**config.mk**
```make
export PLATFORM = sky130hd
export DESIGN_NAME = gain_scheduled_pd_force_control
export DESIGN_NICKNAME = d
export VERILOG_FILES = /design/src/sv/gspd_pkg.sv /design/src/sv/gspd_cfg.sv /design/src/sv/gspd_seq.sv /design/src/sv/gspd_dp.sv /design/src/sv/gain_scheduled_pd_force_control.sv
export SDC_FILE = /design/constraint.sdc
export NUM_CORES = 2
export LEC_CHECK = 0
export BUFFER_PORTS_ARGS = -buffer_cell sky130_fd_sc_hd__buf_2
export CAP_MARGIN = 20
export CORE_UTILIZATION = 40
export CTS_CLUSTER_DIAMETER = 80
export DETAILED_ROUTE_END_ITERATION = 6
export GPL_TIMING_DRIVEN = 0
export PLACE_DENSITY = 0.6
export SETUP_SLACK_MARGIN = 0.15
export SYNTH_ARGS = -nofsm -noshare
export SYNTH_HDL_FRONTEND = slang
export SYNTH_SLANG_ARGS = --single-unit
export TNS_END_PERCENT = 20
```
**constraint.sdc**
```tcl
create_clock -name clk -period 13.65 [get_ports clk]
set_input_delay 1.365 -clock clk [delete_from_list [all_inputs] [get_ports clk]]
set_output_delay 1.365 -clock clk [all_outputs]
set_load 0.005 [all_outputs]
```
**src/sv/gspd_pkg.sv**
```systemverilog
// Shared types and constants for the gain-scheduled PD force controller.
// Holds the register map, the microcode word layout and the gain bundle.
// No dependencies; every other file imports this package.
`default_nettype none

package gspd_pkg;

    localparam int DATA_WIDTH_DEF = 32;
    localparam int FRAC_BITS_DEF  = 16;

    localparam int GAIN_W    = 24;
    localparam int GAIN_FRAC = 16;
    localparam int CFG_IDX_W = 3;
    localparam int STEP_W    = 4;

    typedef logic [CFG_IDX_W-1:0] cfg_idx_t;

    localparam cfg_idx_t REG_ENABLE      = 3'd0;
    localparam cfg_idx_t REG_P_GAIN_LOW  = 3'd1;
    localparam cfg_idx_t REG_P_GAIN_MID  = 3'd2;
    localparam cfg_idx_t REG_P_GAIN_HIGH = 3'd3;
    localparam cfg_idx_t REG_D_GAIN_LOW  = 3'd4;
    localparam cfg_idx_t REG_D_GAIN_MID  = 3'd5;
    localparam cfg_idx_t REG_D_GAIN_HIGH = 3'd6;
    localparam cfg_idx_t REG_INERTIA     = 3'd7;

    localparam logic [GAIN_W-1:0] P_GAIN_LOW_RST  = 24'd641420;
    localparam logic [GAIN_W-1:0] P_GAIN_MID_RST  = 24'd657896;
    localparam logic [GAIN_W-1:0] P_GAIN_HIGH_RST = 24'd659508;
    localparam logic [GAIN_W-1:0] D_GAIN_LOW_RST  = 24'd78407;
    localparam logic [GAIN_W-1:0] D_GAIN_MID_RST  = 24'd210954;
    localparam logic [GAIN_W-1:0] D_GAIN_HIGH_RST = 24'd277453;
    localparam logic [GAIN_W-1:0] INERTIA_RST     = 24'd117067;

    typedef logic [1:0] sector_t;

    localparam sector_t SECTOR_LOW  = 2'd0;
    localparam sector_t SECTOR_MID  = 2'd1;
    localparam sector_t SECTOR_HIGH = 2'd2;

    typedef struct packed {
        logic                   enable;
        logic [2:0][GAIN_W-1:0] p_gain;
        logic [2:0][GAIN_W-1:0] d_gain;
        logic [GAIN_W-1:0]      inertia;
    } gains_t;

    typedef enum logic [2:0] {
        ACC_NOP,
        ACC_LOAD,
        ACC_ADD,
        ACC_VTERM,
        ACC_S1,
        ACC_ROUND,
        ACC_FINAL
    } acc_op_t;

    typedef enum logic [1:0] {
        A_VEL,
        A_PERR,
        A_VERR,
        A_S1
    } a_sel_t;

    typedef enum logic [1:0] {
        B_VEL_COEF,
        B_KP,
        B_KD,
        B_INERTIA
    } b_sel_t;

    typedef enum logic {
        COND_NONE,
        COND_OUT_STALL
    } cond_t;

    typedef struct packed {
        acc_op_t           acc_op;
        a_sel_t            a_sel;
        b_sel_t            b_sel;
        logic              hi;
        logic              peak_upd;
        logic              sect_upd;
        cond_t             cond;
        logic [STEP_W-1:0] target;
        logic              last;
    } ucode_t;

    typedef struct packed {
        logic   load;
        logic   exec;
        ucode_t uc;
    } ctrl_t;

endpackage

`default_nettype wire

```
**src/sv/gspd_cfg.sv**
```systemverilog
// Configuration register bank: enable, sector gains and inertia factor.
// Depends on gspd_pkg for the register map and reset values.
`default_nettype none

module gspd_cfg
    import gspd_pkg::*;
(
    input  logic              clk,
    input  logic              rst_n,
    input  logic              cfg_valid,
    output logic              cfg_ready,
    input  cfg_idx_t          cfg_index,
    input  logic [GAIN_W-1:0] cfg_data,
    output gains_t            gains
);

    gains_t gains_reg;
    gains_t gains_next;

    assign cfg_ready = 1'b1;
    assign gains     = gains_reg;

    always_comb
    begin
        gains_next = gains_reg;
        if (cfg_valid)
        begin
            case (cfg_index)
                REG_ENABLE:      gains_next.enable    = cfg_data[0];
                REG_P_GAIN_LOW:  gains_next.p_gain[0] = cfg_data;
                REG_P_GAIN_MID:  gains_next.p_gain[1] = cfg_data;
                REG_P_GAIN_HIGH: gains_next.p_gain[2] = cfg_data;
                REG_D_GAIN_LOW:  gains_next.d_gain[0] = cfg_data;
                REG_D_GAIN_MID:  gains_next.d_gain[1] = cfg_data;
                REG_D_GAIN_HIGH: gains_next.d_gain[2] = cfg_data;
                REG_INERTIA:     gains_next.inertia   = cfg_data;
                default: ;
            endcase
        end
    end

    always_ff @(posedge clk or negedge rst_n)
    begin
        if (!rst_n)
        begin
            gains_reg.enable    <= 1'b0;
            gains_reg.p_gain[0] <= P_GAIN_LOW_RST;
            gains_reg.p_gain[1] <= P_GAIN_MID_RST;
            gains_reg.p_gain[2] <= P_GAIN_HIGH_RST;
            gains_reg.d_gain[0] <= D_GAIN_LOW_RST;
            gains_reg.d_gain[1] <= D_GAIN_MID_RST;
            gains_reg.d_gain[2] <= D_GAIN_HIGH_RST;
            gains_reg.inertia   <= INERTIA_RST;
        end
        else
        begin
            gains_reg <= gains_next;
        end
    end

endmodule

`default_nettype wire

```
**src/sv/gspd_seq.sv**
```systemverilog
// Microcode sequencer: step counter, control store and wait-on-output jump.
// Depends on gspd_pkg for the control word and control bundle types.
`default_nettype none

module gspd_seq
    import gspd_pkg::*;
(
    input  logic  clk,
    input  logic  rst_n,
    input  logic  in_valid,
    output logic  in_ready,
    input  logic  out_stall,
    output ctrl_t ctrl
);

    typedef enum logic {
        ST_IDLE,
        ST_RUN
    } state_t;

    localparam logic [STEP_W-1:0] LAST_STEP = 4'd12;

    state_t            state_reg;
    state_t            state_next;
    logic [STEP_W-1:0] step_reg;
    logic [STEP_W-1:0] step_next;
    ucode_t            word;
    logic              jump;

    function automatic ucode_t uw(
        input acc_op_t           op,
        input a_sel_t            a,
        input b_sel_t            b,
        input logic              hi,
        input logic              pk,
        input logic              sc,
        input cond_t             c,
        input logic [STEP_W-1:0] tgt,
        input logic              lst
    );
        ucode_t w;
        w.acc_op   = op;
        w.a_sel    = a;
        w.b_sel    = b;
        w.hi       = hi;
        w.peak_upd = pk;
        w.sect_upd = sc;
        w.cond     = c;
        w.target   = tgt;
        w.last     = lst;
        return w;
    endfunction

    // velocity term, then PD sum, then inertia product, then round and saturate
    function automatic ucode_t ucode_rom(input logic [STEP_W-1:0] s);
        ucode_t w;
        case (s)
            4'd0:  w = uw(ACC_NOP,   A_VEL,  B_VEL_COEF, 1'b0, 1'b1, 1'b0, COND_NONE, s, 1'b0);
            4'd1:  w = uw(ACC_LOAD,  A_VEL,  B_VEL_COEF, 1'b1, 1'b0, 1'b1, COND_NONE, s, 1'b0);
            4'd2:  w = uw(ACC_ADD,   A_PERR, B_KP,       1'b0, 1'b0, 1'b0, COND_NONE, s, 1'b0);
            4'd3:  w = uw(ACC_VTERM, A_PERR, B_KP,       1'b1, 1'b0, 1'b0, COND_NONE, s, 1'b0);
            4'd4:  w = uw(ACC_ADD,   A_VERR, B_KD,       1'b0, 1'b0, 1'b0, COND_NONE, s, 1'b0);
            4'd5:  w = uw(ACC_ADD,   A_VERR, B_KD,       1'b1, 1'b0, 1'b0, COND_NONE, s, 1'b0);
            4'd6:  w = uw(ACC_ADD,   A_S1,   B_INERTIA,  1'b0, 1'b0, 1'b0, COND_NONE, s, 1'b0);
            4'd7:  w = uw(ACC_S1,    A_S1,   B_INERTIA,  1'b0, 1'b0, 1'b0, COND_NONE, s, 1'b0);
            4'd8:  w = uw(ACC_NOP,   A_S1,   B_INERTIA,  1'b0, 1'b0, 1'b0, COND_NONE, s, 1'b0);
            4'd9:  w = uw(ACC_LOAD,  A_S1,   B_INERTIA,  1'b1, 1'b0, 1'b0, COND_NONE, s, 1'b0);
            4'd10: w = uw(ACC_ADD,   A_S1,   B_INERTIA,  1'b0, 1'b0, 1'b0, COND_NONE, s, 1'b0);
            4'd11: w = uw(ACC_ROUND, A_S1,   B_INERTIA,  1'b0, 1'b0, 1'b0, COND_NONE, s, 1'b0);
            4'd12: w = uw(ACC_FINAL, A_S1,   B_INERTIA,  1'b0, 1'b0, 1'b0, COND_OUT_STALL, s,
                          1'b1);
            default: w = uw(ACC_NOP, A_VEL,  B_VEL_COEF, 1'b0, 1'b0, 1'b0, COND_NONE, s, 1'b1);
        endcase
        return w;
    endfunction

    always_comb
    begin
        word      = ucode_rom(step_reg);
        jump      = (word.cond == COND_OUT_STALL) && out_stall;
        in_ready  = (state_reg == ST_IDLE);
        ctrl.load = in_valid && (state_reg == ST_IDLE);
        ctrl.exec = (state_reg == ST_RUN) && !jump;
        ctrl.uc   = word;

        state_next = state_reg;
        step_next  = step_reg;
        case (state_reg)
            ST_IDLE:
            begin
                if (in_valid)
                begin
                    state_next = ST_RUN;
                    step_next  = '0;
                end
            end
            ST_RUN:
            begin
                if (jump)
                    step_next = word.target;
                else if (word.last)
                    state_next = ST_IDLE;
                else
                    step_next = step_reg + STEP_W'(1);
            end
            default: state_next = ST_IDLE;
        endcase
    end

    always_ff @(posedge clk or negedge rst_n)
    begin
        if (!rst_n)
        begin
            state_reg <= ST_IDLE;
            step_reg  <= '0;
        end
        else
        begin
            state_reg <= state_next;
            step_reg  <= step_next;
        end
    end

    a_accept_starts: assert property (@(posedge clk) disable iff (!rst_n)
        in_valid && in_ready |=> state_reg == ST_RUN && step_reg == '0)
        else $error("accepted beat did not start the program at step zero");

    a_step_bound: assert property (@(posedge clk) disable iff (!rst_n)
        state_reg == ST_RUN |-> step_reg <= LAST_STEP)
        else $error("step counter ran past the last control word");

endmodule

`default_nettype wire

```
**src/sv/gspd_dp.sv**
```systemverilog
// Datapath: operand capture, peak and sector logic, shared multiplier with
// accumulator, rounding, saturation and the output register.
// Depends on gspd_pkg; driven by the control bundle from gspd_seq.
`default_nettype none

module gspd_dp
    import gspd_pkg::*;
#(
    parameter int DATA_WIDTH = DATA_WIDTH_DEF,
    parameter int FRAC_BITS  = FRAC_BITS_DEF
)
(
    input  logic                         clk,
    input  logic                         rst_n,
    input  ctrl_t                        ctrl,
    input  gains_t                       gains,
    input  logic signed [DATA_WIDTH-1:0] meas_position,
    input  logic signed [DATA_WIDTH-1:0] meas_velocity,
    input  logic signed [DATA_WIDTH-1:0] meas_accel,
    input  logic signed [DATA_WIDTH-1:0] target_position,
    input  logic signed [DATA_WIDTH-1:0] target_velocity,
    input  logic                         out_ready,
    output logic                         out_valid,
    output logic                         out_stall,
    output logic signed [DATA_WIDTH-1:0] force_cmd,
    output sector_t                      sector,
    output logic [DATA_WIDTH-2:0]        peak_position
);

    localparam int DW    = DATA_WIDTH;
    localparam int PK_W  = DW - 1;
    localparam int TH_W  = DW + 2;
    localparam int OP_W  = DW + 12;
    localparam int LO_W  = OP_W / 2;
    localparam int HI_W  = OP_W - LO_W;
    localparam int CH_W  = HI_W + 1;
    localparam int BM_W  = GAIN_W + 1;
    localparam int PR_W  = CH_W + BM_W;
    localparam int ACC_W = DW + 36;

    localparam longint unsigned FLOOR_RAW  = ((64'd1 << FRAC_BITS) + 64'd5000) / 64'd10000;
    localparam longint unsigned PEAK_FLOOR = FLOOR_RAW + ((FLOOR_RAW == 0) ? 64'd1 : 64'd0);
    localparam longint unsigned VEL_COEF   = ((64'd1981 << FRAC_BITS) + 64'd5000) / 64'd10000;
    localparam longint unsigned FORCE_BIAS = ((64'd1111 << FRAC_BITS) + 64'd5000) / 64'd10000;
    localparam longint          OUT_MAX_L  = (longint'(1) <<< (DW - 1)) - 1;
    localparam longint          OUT_MIN_L  = -(longint'(1) <<< (DW - 1));

    localparam logic [PK_W-1:0]         PEAK_MAX   = '1;
    localparam logic [PK_W-1:0]         FLOOR_V    = PK_W'(PEAK_FLOOR);
    localparam logic [GAIN_W-1:0]       VEL_COEF_V = GAIN_W'(VEL_COEF);
    localparam logic signed [ACC_W-1:0] BIAS_V     = ACC_W'(FORCE_BIAS);
    localparam logic signed [ACC_W-1:0] OUT_MAX    = ACC_W'(OUT_MAX_L);
    localparam logic signed [ACC_W-1:0] OUT_MIN    = ACC_W'(OUT_MIN_L);

    logic signed [DW-1:0]    pos_reg;
    logic signed [DW-1:0]    vel_reg;
    logic signed [DW-1:0]    accel_reg;
    logic signed [DW-1:0]    tpos_reg;
    logic signed [DW-1:0]    tvel_reg;
    logic [PK_W-1:0]         peak_reg;
    logic [PK_W-1:0]         peak_next;
    sector_t                 sector_reg;
    sector_t                 sector_next;
    logic signed [ACC_W-1:0] prod_reg;
    logic signed [ACC_W-1:0] prod_next;
    logic signed [ACC_W-1:0] acc_reg;
    logic signed [ACC_W-1:0] acc_next;
    logic signed [ACC_W-1:0] vterm_reg;
    logic signed [ACC_W-1:0] vterm_next;
    logic signed [OP_W-1:0]  s1_reg;
    logic signed [OP_W-1:0]  s1_next;
    logic                    out_valid_reg;
    logic                    out_valid_next;
    logic signed [DW-1:0]    force_reg;
    logic signed [DW-1:0]    force_next;
    sector_t                 sect_out_reg;
    sector_t                 sect_out_next;
    logic [PK_W-1:0]         peak_out_reg;
    logic [PK_W-1:0]         peak_out_next;

    logic [DW-1:0]           neg_pos;
    logic [PK_W-1:0]         abs_pos;
    logic [PK_W-1:0]         peak_hi;
    logic [PK_W-1:0]         peak_cand;
    logic signed [TH_W-1:0]  three_pos;
    logic signed [TH_W-1:0]  peak_s;
    logic signed [DW:0]      perr;
    logic signed [DW:0]      verr;
    logic signed [OP_W-1:0]  a_op;
    logic [HI_W-1:0]         a_hi;
    logic signed [CH_W-1:0]  chunk;
    logic [GAIN_W-1:0]       b_op;
    logic [GAIN_W-1:0]       kp_sel;
    logic [GAIN_W-1:0]       kd_sel;
    logic signed [BM_W-1:0]  bm;
    logic signed [PR_W-1:0]  prod;
    logic signed [ACC_W-1:0] prod_w;
    logic signed [ACC_W-1:0] r16_sum;
    logic signed [ACC_W-1:0] rnd16;
    logic signed [ACC_W-1:0] rf_sum;
    logic signed [ACC_W-1:0] rndf;
    logic signed [ACC_W-1:0] accel_sh;
    logic signed [DW-1:0]    sat_val;

    assign out_valid     = out_valid_reg;
    assign out_stall     = out_valid_reg && !out_ready;
    assign force_cmd     = force_reg;
    assign sector        = sect_out_reg;
    assign peak_position = peak_out_reg;

    // peak of |position| with saturation of the most negative code and a floor
    always_comb
    begin
        neg_pos = -pos_reg;
        if (pos_reg[DW-1])
            abs_pos = neg_pos[DW-1] ? PEAK_MAX : neg_pos[PK_W-1:0];
        else
            abs_pos = pos_reg[PK_W-1:0];
        peak_hi   = (abs_pos > peak_reg) ? abs_pos : peak_reg;
        peak_cand = (peak_hi < FLOOR_V) ? FLOOR_V : peak_hi;
        peak_next = (ctrl.exec && ctrl.uc.peak_upd) ? peak_cand : peak_reg;
    end

    always_comb
    begin
        three_pos = TH_W'(pos_reg) + (TH_W'(pos_reg) <<< 1);
        peak_s    = signed'({3'b000, peak_reg});
        sector_next = sector_reg;
        if (ctrl.exec && ctrl.uc.sect_upd)
        begin
            if (three_pos <= -peak_s)
                sector_next = SECTOR_LOW;
            else if (three_pos >= peak_s)
                sector_next = SECTOR_HIGH;
            else
                sector_next = SECTOR_MID;
        end
    end

    // shared multiplier: one half of the operand against one gain per step
    always_comb
    begin
        perr = (DW+1)'(tpos_reg) - (DW+1)'(pos_reg);
        verr = (DW+1)'(tvel_reg) - (DW+1)'(vel_reg);

        case (ctrl.uc.a_sel)
            A_VEL:   a_op = OP_W'(vel_reg);
            A_PERR:  a_op = OP_W'(perr);
            A_VERR:  a_op = OP_W'(verr);
            A_S1:    a_op = s1_reg;
            default: a_op = s1_reg;
        endcase

        case (sector_reg)
            SECTOR_LOW:
            begin
                kp_sel = gains.p_gain[0];
                kd_sel = gains.d_gain[0];
            end
            SECTOR_MID:
            begin
                kp_sel = gains.p_gain[1];
                kd_sel = gains.d_gain[1];
            end
            SECTOR_HIGH:
            begin
                kp_sel = gains.p_gain[2];
                kd_sel = gains.d_gain[2];
            end
            default:
            begin
                kp_sel = gains.p_gain[0];
                kd_sel = gains.d_gain[0];
            end
        endcase

        case (ctrl.uc.b_sel)
            B_VEL_COEF: b_op = VEL_COEF_V;
            B_KP:       b_op = kp_sel;
            B_KD:       b_op = kd_sel;
            B_INERTIA:  b_op = gains.inertia;
            default:    b_op = gains.inertia;
        endcase

        a_hi = a_op[OP_W-1:LO_W];
        if (ctrl.uc.hi)
            chunk = signed'({a_hi[HI_W-1], a_hi});
        else
            chunk = signed'({{(CH_W-LO_W){1'b0}}, a_op[LO_W-1:0]});
        bm     = signed'({1'b0, b_op});
        prod   = chunk * bm;
        prod_w = ACC_W'(prod);
        prod_next = ctrl.uc.hi ? (prod_w <<< LO_W) : prod_w;
    end

    // round to nearest, ties away from zero: (v + half - sign) >>> n
    always_comb
    begin
        r16_sum  = acc_reg + (ACC_W'(1) <<< (GAIN_FRAC - 1)) - ACC_W'(acc_reg[ACC_W-1]);
        rnd16    = r16_sum >>> GAIN_FRAC;
        rf_sum   = acc_reg + (ACC_W'(1) <<< (FRAC_BITS - 1)) - ACC_W'(acc_reg[ACC_W-1]);
        rndf     = rf_sum >>> FRAC_BITS;
        accel_sh = ACC_W'(accel_reg) <<< GAIN_FRAC;

        if (acc_reg > OUT_MAX)
            sat_val = OUT_MAX[DW-1:0];
        else if (acc_reg < OUT_MIN)
            sat_val = OUT_MIN[DW-1:0];
        else
            sat_val = acc_reg[DW-1:0];
    end

    always_comb
    begin
        acc_next       = acc_reg;
        vterm_next     = vterm_reg;
        s1_next        = s1_reg;
        force_next     = force_reg;
        sect_out_next  = sect_out_reg;
        peak_out_next  = peak_out_reg;
        out_valid_next = out_valid_reg && !out_ready;
        if (ctrl.exec)
        begin
            case (ctrl.uc.acc_op)
                ACC_NOP: ;
                ACC_LOAD:  acc_next = prod_reg;
                ACC_ADD:   acc_next = acc_reg + prod_reg;
                ACC_VTERM:
                begin
                    vterm_next = rndf + BIAS_V;
                    acc_next   = accel_sh + prod_reg;
                end
                ACC_S1:    s1_next  = OP_W'(rnd16);
                ACC_ROUND: acc_next = rnd16 + vterm_reg;
                ACC_FINAL:
                begin
                    force_next     = gains.enable ? sat_val : '0;
                    sect_out_next  = sector_reg;
                    peak_out_next  = peak_reg;
                    out_valid_next = 1'b1;
                end
                default: ;
            endcase
        end
    end

    always_ff @(posedge clk or negedge rst_n)
    begin
        if (!rst_n)
        begin
            peak_reg      <= '0;
            out_valid_reg <= 1'b0;
        end
        else
        begin
            peak_reg      <= peak_next;
            out_valid_reg <= out_valid_next;
        end
    end

    always_ff @(posedge clk)
    begin
        if (ctrl.load)
        begin
            pos_reg   <= meas_position;
            vel_reg   <= meas_velocity;
            accel_reg <= meas_accel;
            tpos_reg  <= target_position;
            tvel_reg  <= target_velocity;
        end
        sector_reg   <= sector_next;
        prod_reg     <= prod_next;
        acc_reg      <= acc_next;
        vterm_reg    <= vterm_next;
        s1_reg       <= s1_next;
        force_reg    <= force_next;
        sect_out_reg <= sect_out_next;
        peak_out_reg <= peak_out_next;
    end

    a_peak_monotone: assert property (@(posedge clk) disable iff (!rst_n)
        peak_reg != '0 |=> peak_reg >= $past(peak_reg))
        else $error("position peak decreased");

    a_disabled_zero: assert property (@(posedge clk) disable iff (!rst_n)
        ctrl.exec && ctrl.uc.acc_op == ACC_FINAL && !gains.enable |=> force_reg == '0)
        else $error("force not zero while disabled");

endmodule

`default_nettype wire

```
**src/sv/gain_scheduled_pd_force_control.sv**
```systemverilog
// Each accepted input beat runs the 13-step control program, which puts all
// products through one shared multiplier and accumulator; no new beat is
// accepted until the program has finished with the last one.
// A stalled result holds the final step until the output register is free.
// Reset (rst_n low, asynchronous): sequencer idle, no result pending, position
// peak zero, configuration registers at their defaults with enable cleared.
`default_nettype none

module gain_scheduled_pd_force_control
    import gspd_pkg::*;
#(
    parameter int DATA_WIDTH = DATA_WIDTH_DEF,
    parameter int FRAC_BITS  = FRAC_BITS_DEF,
    localparam int IN_W      = ((5 * DATA_WIDTH + 7) / 8) * 8,
    localparam int OUT_W     = ((2 * DATA_WIDTH + 1 + 7) / 8) * 8
)
(
    input  logic              clk,
    input  logic              rst_n,
    input  logic              s_axis_tvalid,
    output logic              s_axis_tready,
    // meas_position, meas_velocity, meas_accel, target_position, target_velocity
    input  logic [IN_W-1:0]   s_axis_tdata,
    output logic              m_axis_tvalid,
    input  logic              m_axis_tready,
    // force_cmd, sector, peak_position
    output logic [OUT_W-1:0]  m_axis_tdata,
    input  logic              cfg_valid,
    output logic              cfg_ready,
    input  cfg_idx_t          cfg_index,
    input  logic [GAIN_W-1:0] cfg_data
);

    localparam int DW = DATA_WIDTH;

    ctrl_t                ctrl;
    gains_t               gains;
    logic                 out_stall;
    logic signed [DW-1:0] force_cmd;
    sector_t              sector;
    logic [DW-2:0]        peak_position;

    gspd_cfg u_cfg (
        .clk       (clk),
        .rst_n     (rst_n),
        .cfg_valid (cfg_valid),
        .cfg_ready (cfg_ready),
        .cfg_index (cfg_index),
        .cfg_data  (cfg_data),
        .gains     (gains)
    );

    gspd_seq u_seq (
        .clk       (clk),
        .rst_n     (rst_n),
        .in_valid  (s_axis_tvalid),
        .in_ready  (s_axis_tready),
        .out_stall (out_stall),
        .ctrl      (ctrl)
    );

    gspd_dp #(
        .DATA_WIDTH (DATA_WIDTH),
        .FRAC_BITS  (FRAC_BITS)
    ) u_dp (
        .clk             (clk),
        .rst_n           (rst_n),
        .ctrl            (ctrl),
        .gains           (gains),
        .meas_position   (s_axis_tdata[DW-1:0]),
        .meas_velocity   (s_axis_tdata[2*DW-1:DW]),
        .meas_accel      (s_axis_tdata[3*DW-1:2*DW]),
        .target_position (s_axis_tdata[4*DW-1:3*DW]),
        .target_velocity (s_axis_tdata[5*DW-1:4*DW]),
        .out_ready       (m_axis_tready),
        .out_valid       (m_axis_tvalid),
        .out_stall       (out_stall),
        .force_cmd       (force_cmd),
        .sector          (sector),
        .peak_position   (peak_position)
    );

    assign m_axis_tdata = {{(OUT_W - 2 * DW - 1){1'b0}}, peak_position, sector, force_cmd};

endmodule

`default_nettype wire
```
# == Yosys cells after proc, flatten, opt, wreduce, memory -nomap -nowiden ==
# Index checks and enable logic that the tools add are counted.
# op_classes
n_addsub,12
n_mul,1
order_cmp,6
n_eq_ne,36
muxes,25
n_bitwise,2
n_reduce_logical,28
# ops
cell,n
$pmux W68 S4,1
$pmux W16 S12,1
$pmux W44 S4,1
$mux W31,5
$pmux W24 S2,2
$pmux W24 S4,1
$add A48 B68 Y68,1
$add A52 B68 Y68,1
$add A68 B16 Y68 const B,1
$add A68 B68 Y68,1
$gt A68 B32 Y1 const B,1
$lt A68 B32 Y1 const B,1
$mux W68,1
$sub A68 B1 Y68,1
$sub A32 B32 Y33,2
$add A52 B14 Y53 const B,1
$mul A23 B25 Y48,1
$add A32 B33 Y34,1
$ge A34 B32 Y1,1
$le A34 B34 Y1,1
$neg A31 Y34,1
$mux W32,1
$neg A32 Y32,1
$gt A31 B31 Y1,1
other kinds (28),80
# word_totals
regBits,681
in_bits,192
output_inout_bits,75
word_cells,137

# == Depth between registers and ports, before layout ==
# depth
ltp_word,8
mapped_depth,45
ltp_nobuf,43

# == Modules after synthesis ==
# From an unflattened synthesis, not the netlist that was laid out.
# hier_totals
hier_cells,7628
hier_area_um2,70231.1
# modules_own_cells
mod,n_inst,cells_per_inst,area_each_um2,seq_area_each_um2
gspd_dp,1,7188,62856.5,13933.4
gspd_cfg,1,369,6802.8,4301.6
gspd_seq,1,63,515.5,125.1
gain_scheduled_pd_force_control,1,8,56.3,0.0

# == Worst setup path before layout ==
# OpenSTA, ideal clock, no wires.
# synth_timing
kind,register to register
from,reg u_seq.step_reg[0]
to,reg u_dp.prod_reg[52]
setup_time_ns,0.074
arrival_ns,10.035
slack_ns,3.541
path_stages_with_launch,42
n_path_buf,8
synth_period_minus_slack_ns,10.109
cell_sequence,dfrtp_1 inv_1 ha_1 clkbuf_1 or2_2 clkbuf_1 nor3_1 or2_0 clkbuf_1 clkbuf_1 clkbuf_1 clkbuf_1 nand2_1 a41oi_1 clkbuf_1 nand2_1 fa_1 inv_1 [6 not listed] fa_1 inv_1 fa_1 inv_1 ha_1 a21o_1 a21o_1 a21o_1 a21o_1 a21o_1 nor3_1 a21oi_1 a31oi_1 o311ai_0 a2111o_1 o21a_1 clkbuf_1 o21ai_0
# synth_via
elab_chain_cells,8
word_cells_on_any_way,28
classes_between,mul (1); eq/ne (18); mux (5); reduce/logical (4)
# synth_lines
item,line_no,rtl
from (decl),gspd_seq.sv:25,logic [STEP_W-1:0] step_reg;
from (signal assigned),gspd_seq.sv:120,step_reg <= step_next;
$eq A4 B3 Y1 / $eq A4 B4 Y1 (equally long branches),gspd_seq.sv:57,case (s)
$reduce_or A2 Y1 (no source line),-,
$pmux W16 S12 (*),gspd_seq.sv:57,
"$eq A2 B2 Y1, or another cell as far along",gspd_dp.sv:146,case (ctrl.uc.a_sel)
$pmux W44 S4,gspd_dp.sv:146,
$mux W23,gspd_dp.sv:186,if (ctrl.uc.hi)
$mul A23 B25 Y48,gspd_dp.sv:191,prod = chunk * bm;
$mux W68 (*),gspd_dp.sv:193,prod_next = ctrl.uc.hi ? (prod_w <<< LO_W) : prod_w;
net u_dp.prod_next[52],gspd_dp.sv:65,logic signed [ACC_W-1:0] prod_next;
to (signal assigned),gspd_dp.sv:272,prod_reg <= prod_next;
to (decl),gspd_dp.sv:64,logic signed [ACC_W-1:0] prod_reg;
# Mark *: on every way through the listed nets, which the timed path passes. The rest lies on a longest branch. The select of a mux whose other input is x is not followed.
# A chain may end at the register's enable or synchronous reset.

# == Worst setup path after layout ==
# layout_timing
from,reg u_seq.step_reg[0]
to,reg u_dp.prod_reg[63]
# The elaborated chain is that of the path after synthesis.

==> results summary <==
The flow ran to the end, but the final reports show violations. The checks that failed: DRC. Clock latency on the worst-skew pair, taken at its later pin, is 760 ps.

During I/O placement, the number of pins put on the boundary was 267. The post-detailed-route count of antenna-violating nets came out at 0. Counting cells, the worst reg-to-reg path comes to 37. Measured along the y axis, the die boundary spans 420.6 um. For this run, the leading register cell type out of synthesis is sky130_fd_sc_hd__edfxtp_1. The origin of the critical flop-to-flop path is u_seq.step_reg[0].

The max-slew violation count is 0. Summed over all layers, the routed wires come to 277500 um. The clock tree root driver cell is sky130_fd_sc_hd__clkbuf_16. Counting flops with a built-in enable in the synthesized netlist gives 392. The top fanout value on the critical path is 10. The most numerous cell type found on the critical path is sky130_fd_sc_hd__fa_1. The worst path meets setup with 593.5 ps of slack. In this run the worst setup path begins at u_seq.step_reg[0].

After technology mapping, the gate count stands at 7725. The final estimated routing congestion in global placement is 1.018. The number of port buffers is 254.

STA classifies the critical path startpoint as a flop. The highest clock frequency the design can meet is 76.59 MHz. The post-layout minimum cycle time came out at 13060 ps. Compared with the post-synthesis result, the final layout area differs by 11.43%. The arrival time at the worst endpoint came out at 13580 ps. The post-detailed-route wirelength per cell is 26.36 um. The Yosys warning count came out at 0. TritonCTS built the clock tree. Setup repair after global routing left no endpoint under its margin. The destination of the worst register-to-register timing path is u_dp.prod_reg[63]. The reported max-cap violation count is 0. At the worst endpoint, the required time is 14180 ps. After the last flow step, the layout net total stands at 9520. Final hold analysis gives a worst-case slack of 443.7 ps. The combined global-route utilization of all metal layers came out at 31.00%. The pre-CTS setup slack is -1361 ps. The global-route congestion overflow total is 0. TritonCTS created 86 clock buffers. Between clock sinks in the finished design, the worst skew comes to 57.49 ps.

The number of clock sinks came out at 666. For this block, the via count after detailed routing is 61.46k. Of the synthesized area, sequential elements account for 26.19%. The area of the die came out at 176900 sq um.

The via count of the first global-routing pass was 59.73k. For this configuration, the core starts out at a cell density of 40.28%. Counting both buffers and inverters, the worst setup path holds a total of 13. The number of iterations in the first detailed-routing pass is 7.

The worst-case headroom to the max-slew limit came out at 9.375%. The clock transition at the registers of the reported paths is 60 ps. The number of rows created at floorplan came out at 153. The number of setup violations in the final report is 0. The tightest min-delay check is of the reg2reg type. The startpoint of the worst hold path is u_dp.peak_reg[9]. In this run, synthesis produced a sequential element count of 666.

On the critical path the largest part of the delay comes from adder cells. The critical path crosses 37 cells after its start point. The largest individual stage delay along the critical path comes from the cell sky130_fd_sc_hd__a211oi_1. The final critical-path share of the clock period came out at 95.65%. The global-route wire length before repair came out at 400300 um. The worst setup path is of the reg2reg kind. In the routed layout, each cell is associated on average with a via count of 5.838.

The peak per-stage delay on the critical path is 860 ps. Cells with a size suffix above 1 make up 9.883% of the layout. The average footprint of a synthesized cell is 9.074 sq um. The depth of the CTS H-tree came out at 3.

The width of the die came out at 420.6 um. The detailed router finished its first iteration with 5965 violations. The DRC violations left is 1. The HPWL after detailed placement is 231700 um. Entering global routing, the biggest net connects 123 pins.

Counting flops with an async set or reset pin after synthesis yields a share of 30.93%. The hold violation total from the final report is 0. The area of the mapped netlist is 70100 sq um. The number of antenna violations at the first check in global routing was 24. Following the worst setup path forward leads to its endpoint at u_dp.prod_reg[63]. The number of distinct library cells after synthesis came out at 103. The clock passes through at most 3 buffers.

The register with the most flip-flops in the layout has 169 of them. For the pin with the worst max-slew slack, the measured transition is 1359 ps. The worst register-to-register path has a setup slack of 590 ps. The core region area is 174000 sq um. The kind of end point of the critical path is a flop.
[metrics by stage]
step | cells | area [sq um] | util [%] | setup TNS (ps)
3_3_place_gp | 10310 | 74300 | 42.70 | -42680
6_report | 10530 | 78110 | 44.89 | 0
5_1_grt | 10520 | 78100 | 44.88 | 0
4_1_cts | 10520 | 78000 | 44.83 | 0
2_1_floorplan | 7731 | 70120 | - | 0
3_5_place_dp | 10360 | 74970 | 43.08 | -29860
[repair_timing]
item / CTS / global route
setup buffers: 0 / 0
hold buffers: 0 / 0
setup endpoints to repair: 37 / 29
resized for setup: 11 / 37
[cell usage in the layout, fill, tap and decap left out, types with 29 or more instances in the layout]
cell type / instances
sky130_fd_sc_hd__inv_1: 890
sky130_fd_sc_hd__ha_1: 737
sky130_fd_sc_hd__nand2_1: 641
sky130_fd_sc_hd__nor2_1: 553
sky130_fd_sc_hd__a21oi_1: 524
sky130_fd_sc_hd__fa_1: 468
sky130_fd_sc_hd__edfxtp_1: 392
sky130_fd_sc_hd__o21ai_0: 369
sky130_fd_sc_hd__a21o_1: 313
sky130_fd_sc_hd__clkbuf_1: 301
sky130_fd_sc_hd__buf_2: 264
sky130_fd_sc_hd__xnor2_1: 258
sky130_fd_sc_hd__mux2_2: 173
sky130_fd_sc_hd__dfrtp_1: 148
sky130_fd_sc_hd__xor2_1: 128
sky130_fd_sc_hd__nor3_1: 114
sky130_fd_sc_hd__nand3_1: 109
sky130_fd_sc_hd__nand2b_1: 104
sky130_fd_sc_hd__nand4_1: 98
sky130_fd_sc_hd__clkbuf_16: 91
sky130_fd_sc_hd__a22oi_1: 89
sky130_fd_sc_hd__nor2b_1: 77
sky130_fd_sc_hd__and2_1: 72
sky130_fd_sc_hd__dfxtp_1: 68
sky130_fd_sc_hd__and3_1: 63
sky130_fd_sc_hd__o21bai_1: 62
sky130_fd_sc_hd__dfstp_2: 58
sky130_fd_sc_hd__a31oi_1: 57
sky130_fd_sc_hd__a21boi_0: 55
sky130_fd_sc_hd__o21a_1: 51
sky130_fd_sc_hd__a211oi_1: 51
sky130_fd_sc_hd__nor4_1: 40
sky130_fd_sc_hd__a221oi_1: 40
sky130_fd_sc_hd__o211ai_1: 34
sky130_fd_sc_hd__o22ai_1: 33
sky130_fd_sc_hd__or2_2: 29
sky130_fd_sc_hd__buf_4: 29
[synthesized netlist by cell type (33+ instances only)]
master | count | area share (%)
sky130_fd_sc_hd__nor4_1 | 41 | 0.37
sky130_fd_sc_hd__and2_1 | 72 | 0.64
sky130_fd_sc_hd__nand2_1 | 641 | 3.4
sky130_fd_sc_hd__nor3_1 | 119 | 0.85
sky130_fd_sc_hd__mux2_2 | 173 | 2.8
sky130_fd_sc_hd__o21a_1 | 51 | 0.55
sky130_fd_sc_hd__clkbuf_1 | 298 | 1.6
sky130_fd_sc_hd__a31oi_1 | 58 | 0.52
sky130_fd_sc_hd__a221oi_1 | 44 | 0.55
sky130_fd_sc_hd__a22oi_1 | 89 | 0.95
sky130_fd_sc_hd__nand4_1 | 98 | 0.87
sky130_fd_sc_hd__dfrtp_1 | 148 | 5.3
sky130_fd_sc_hd__edfxtp_1 | 392 | 17
sky130_fd_sc_hd__dfstp_2 | 58 | 2.2
sky130_fd_sc_hd__o21ai_0 | 371 | 2.6
sky130_fd_sc_hd__fa_1 | 468 | 13
sky130_fd_sc_hd__a211oi_1 | 53 | 0.57
sky130_fd_sc_hd__o21bai_1 | 62 | 0.66
sky130_fd_sc_hd__a21oi_1 | 527 | 3.8
sky130_fd_sc_hd__nand2b_1 | 104 | 0.93
sky130_fd_sc_hd__xor2_1 | 128 | 1.6
sky130_fd_sc_hd__inv_1 | 890 | 4.8
sky130_fd_sc_hd__xnor2_1 | 260 | 3.2
sky130_fd_sc_hd__a21boi_0 | 55 | 0.59
sky130_fd_sc_hd__and3_1 | 63 | 0.56
sky130_fd_sc_hd__dfxtp_1 | 68 | 1.9
sky130_fd_sc_hd__o22ai_1 | 33 | 0.29
sky130_fd_sc_hd__a21o_1 | 313 | 3.4
sky130_fd_sc_hd__o211ai_1 | 34 | 0.36
sky130_fd_sc_hd__nand3_1 | 109 | 0.78
sky130_fd_sc_hd__ha_1 | 737 | 13
sky130_fd_sc_hd__nor2b_1 | 78 | 0.70
sky130_fd_sc_hd__nor2_1 | 555 | 3.0
[cell type report]
type	count	area, sq um
inverters	895	3359
well taps	2325	2909
multi-input cells	5829	47250
diodes	5	12.51
clock buffers	120	2506
plain buffers	339	1343
flip-flops and latches	666	18360
repair buffers	306	1872
clock inverters	41	499.2
fillers	17010	95900
[kinds of logic after synthesis]
| logic type | synth area share [%] |
|---|---|
| fa+ha+maj | 26.52 |
| simple gates | 13.68 |
| buf+inv | 6.686 |
| xor+xnor | 4.894 |
| mux | 3.179 |
| compound gates | 18.83 |
| flops | 26.19 |
| other cells | 0.01071 |
[metal layers]
layer  up-vias  routed length, um  track usage (%)
met5         -                105                0
met4        14              19920            18.96
met3       591              21910            5.816
met2      2666             120700            47.53
met1     30340             114900            40.34
li1      27850                  -                -
[worst min-delay path by stage]
stage	cells past startpoint	slack, ps	end
after detailed placement	0	430	u_dp.peak_position[9]
after global routing	0	460	u_dp.peak_position[9]
after global placement	0	430	u_dp.peak_position[9]
final	0	440	u_dp.peak_position[9]
after floorplan	0	420	u_dp.peak_position[9]
after CTS	0	440	u_dp.peak_position[9]
Power is not shown: default switching activity piles up to over one toggle a cycle in this logic, so the estimate is an artifact.
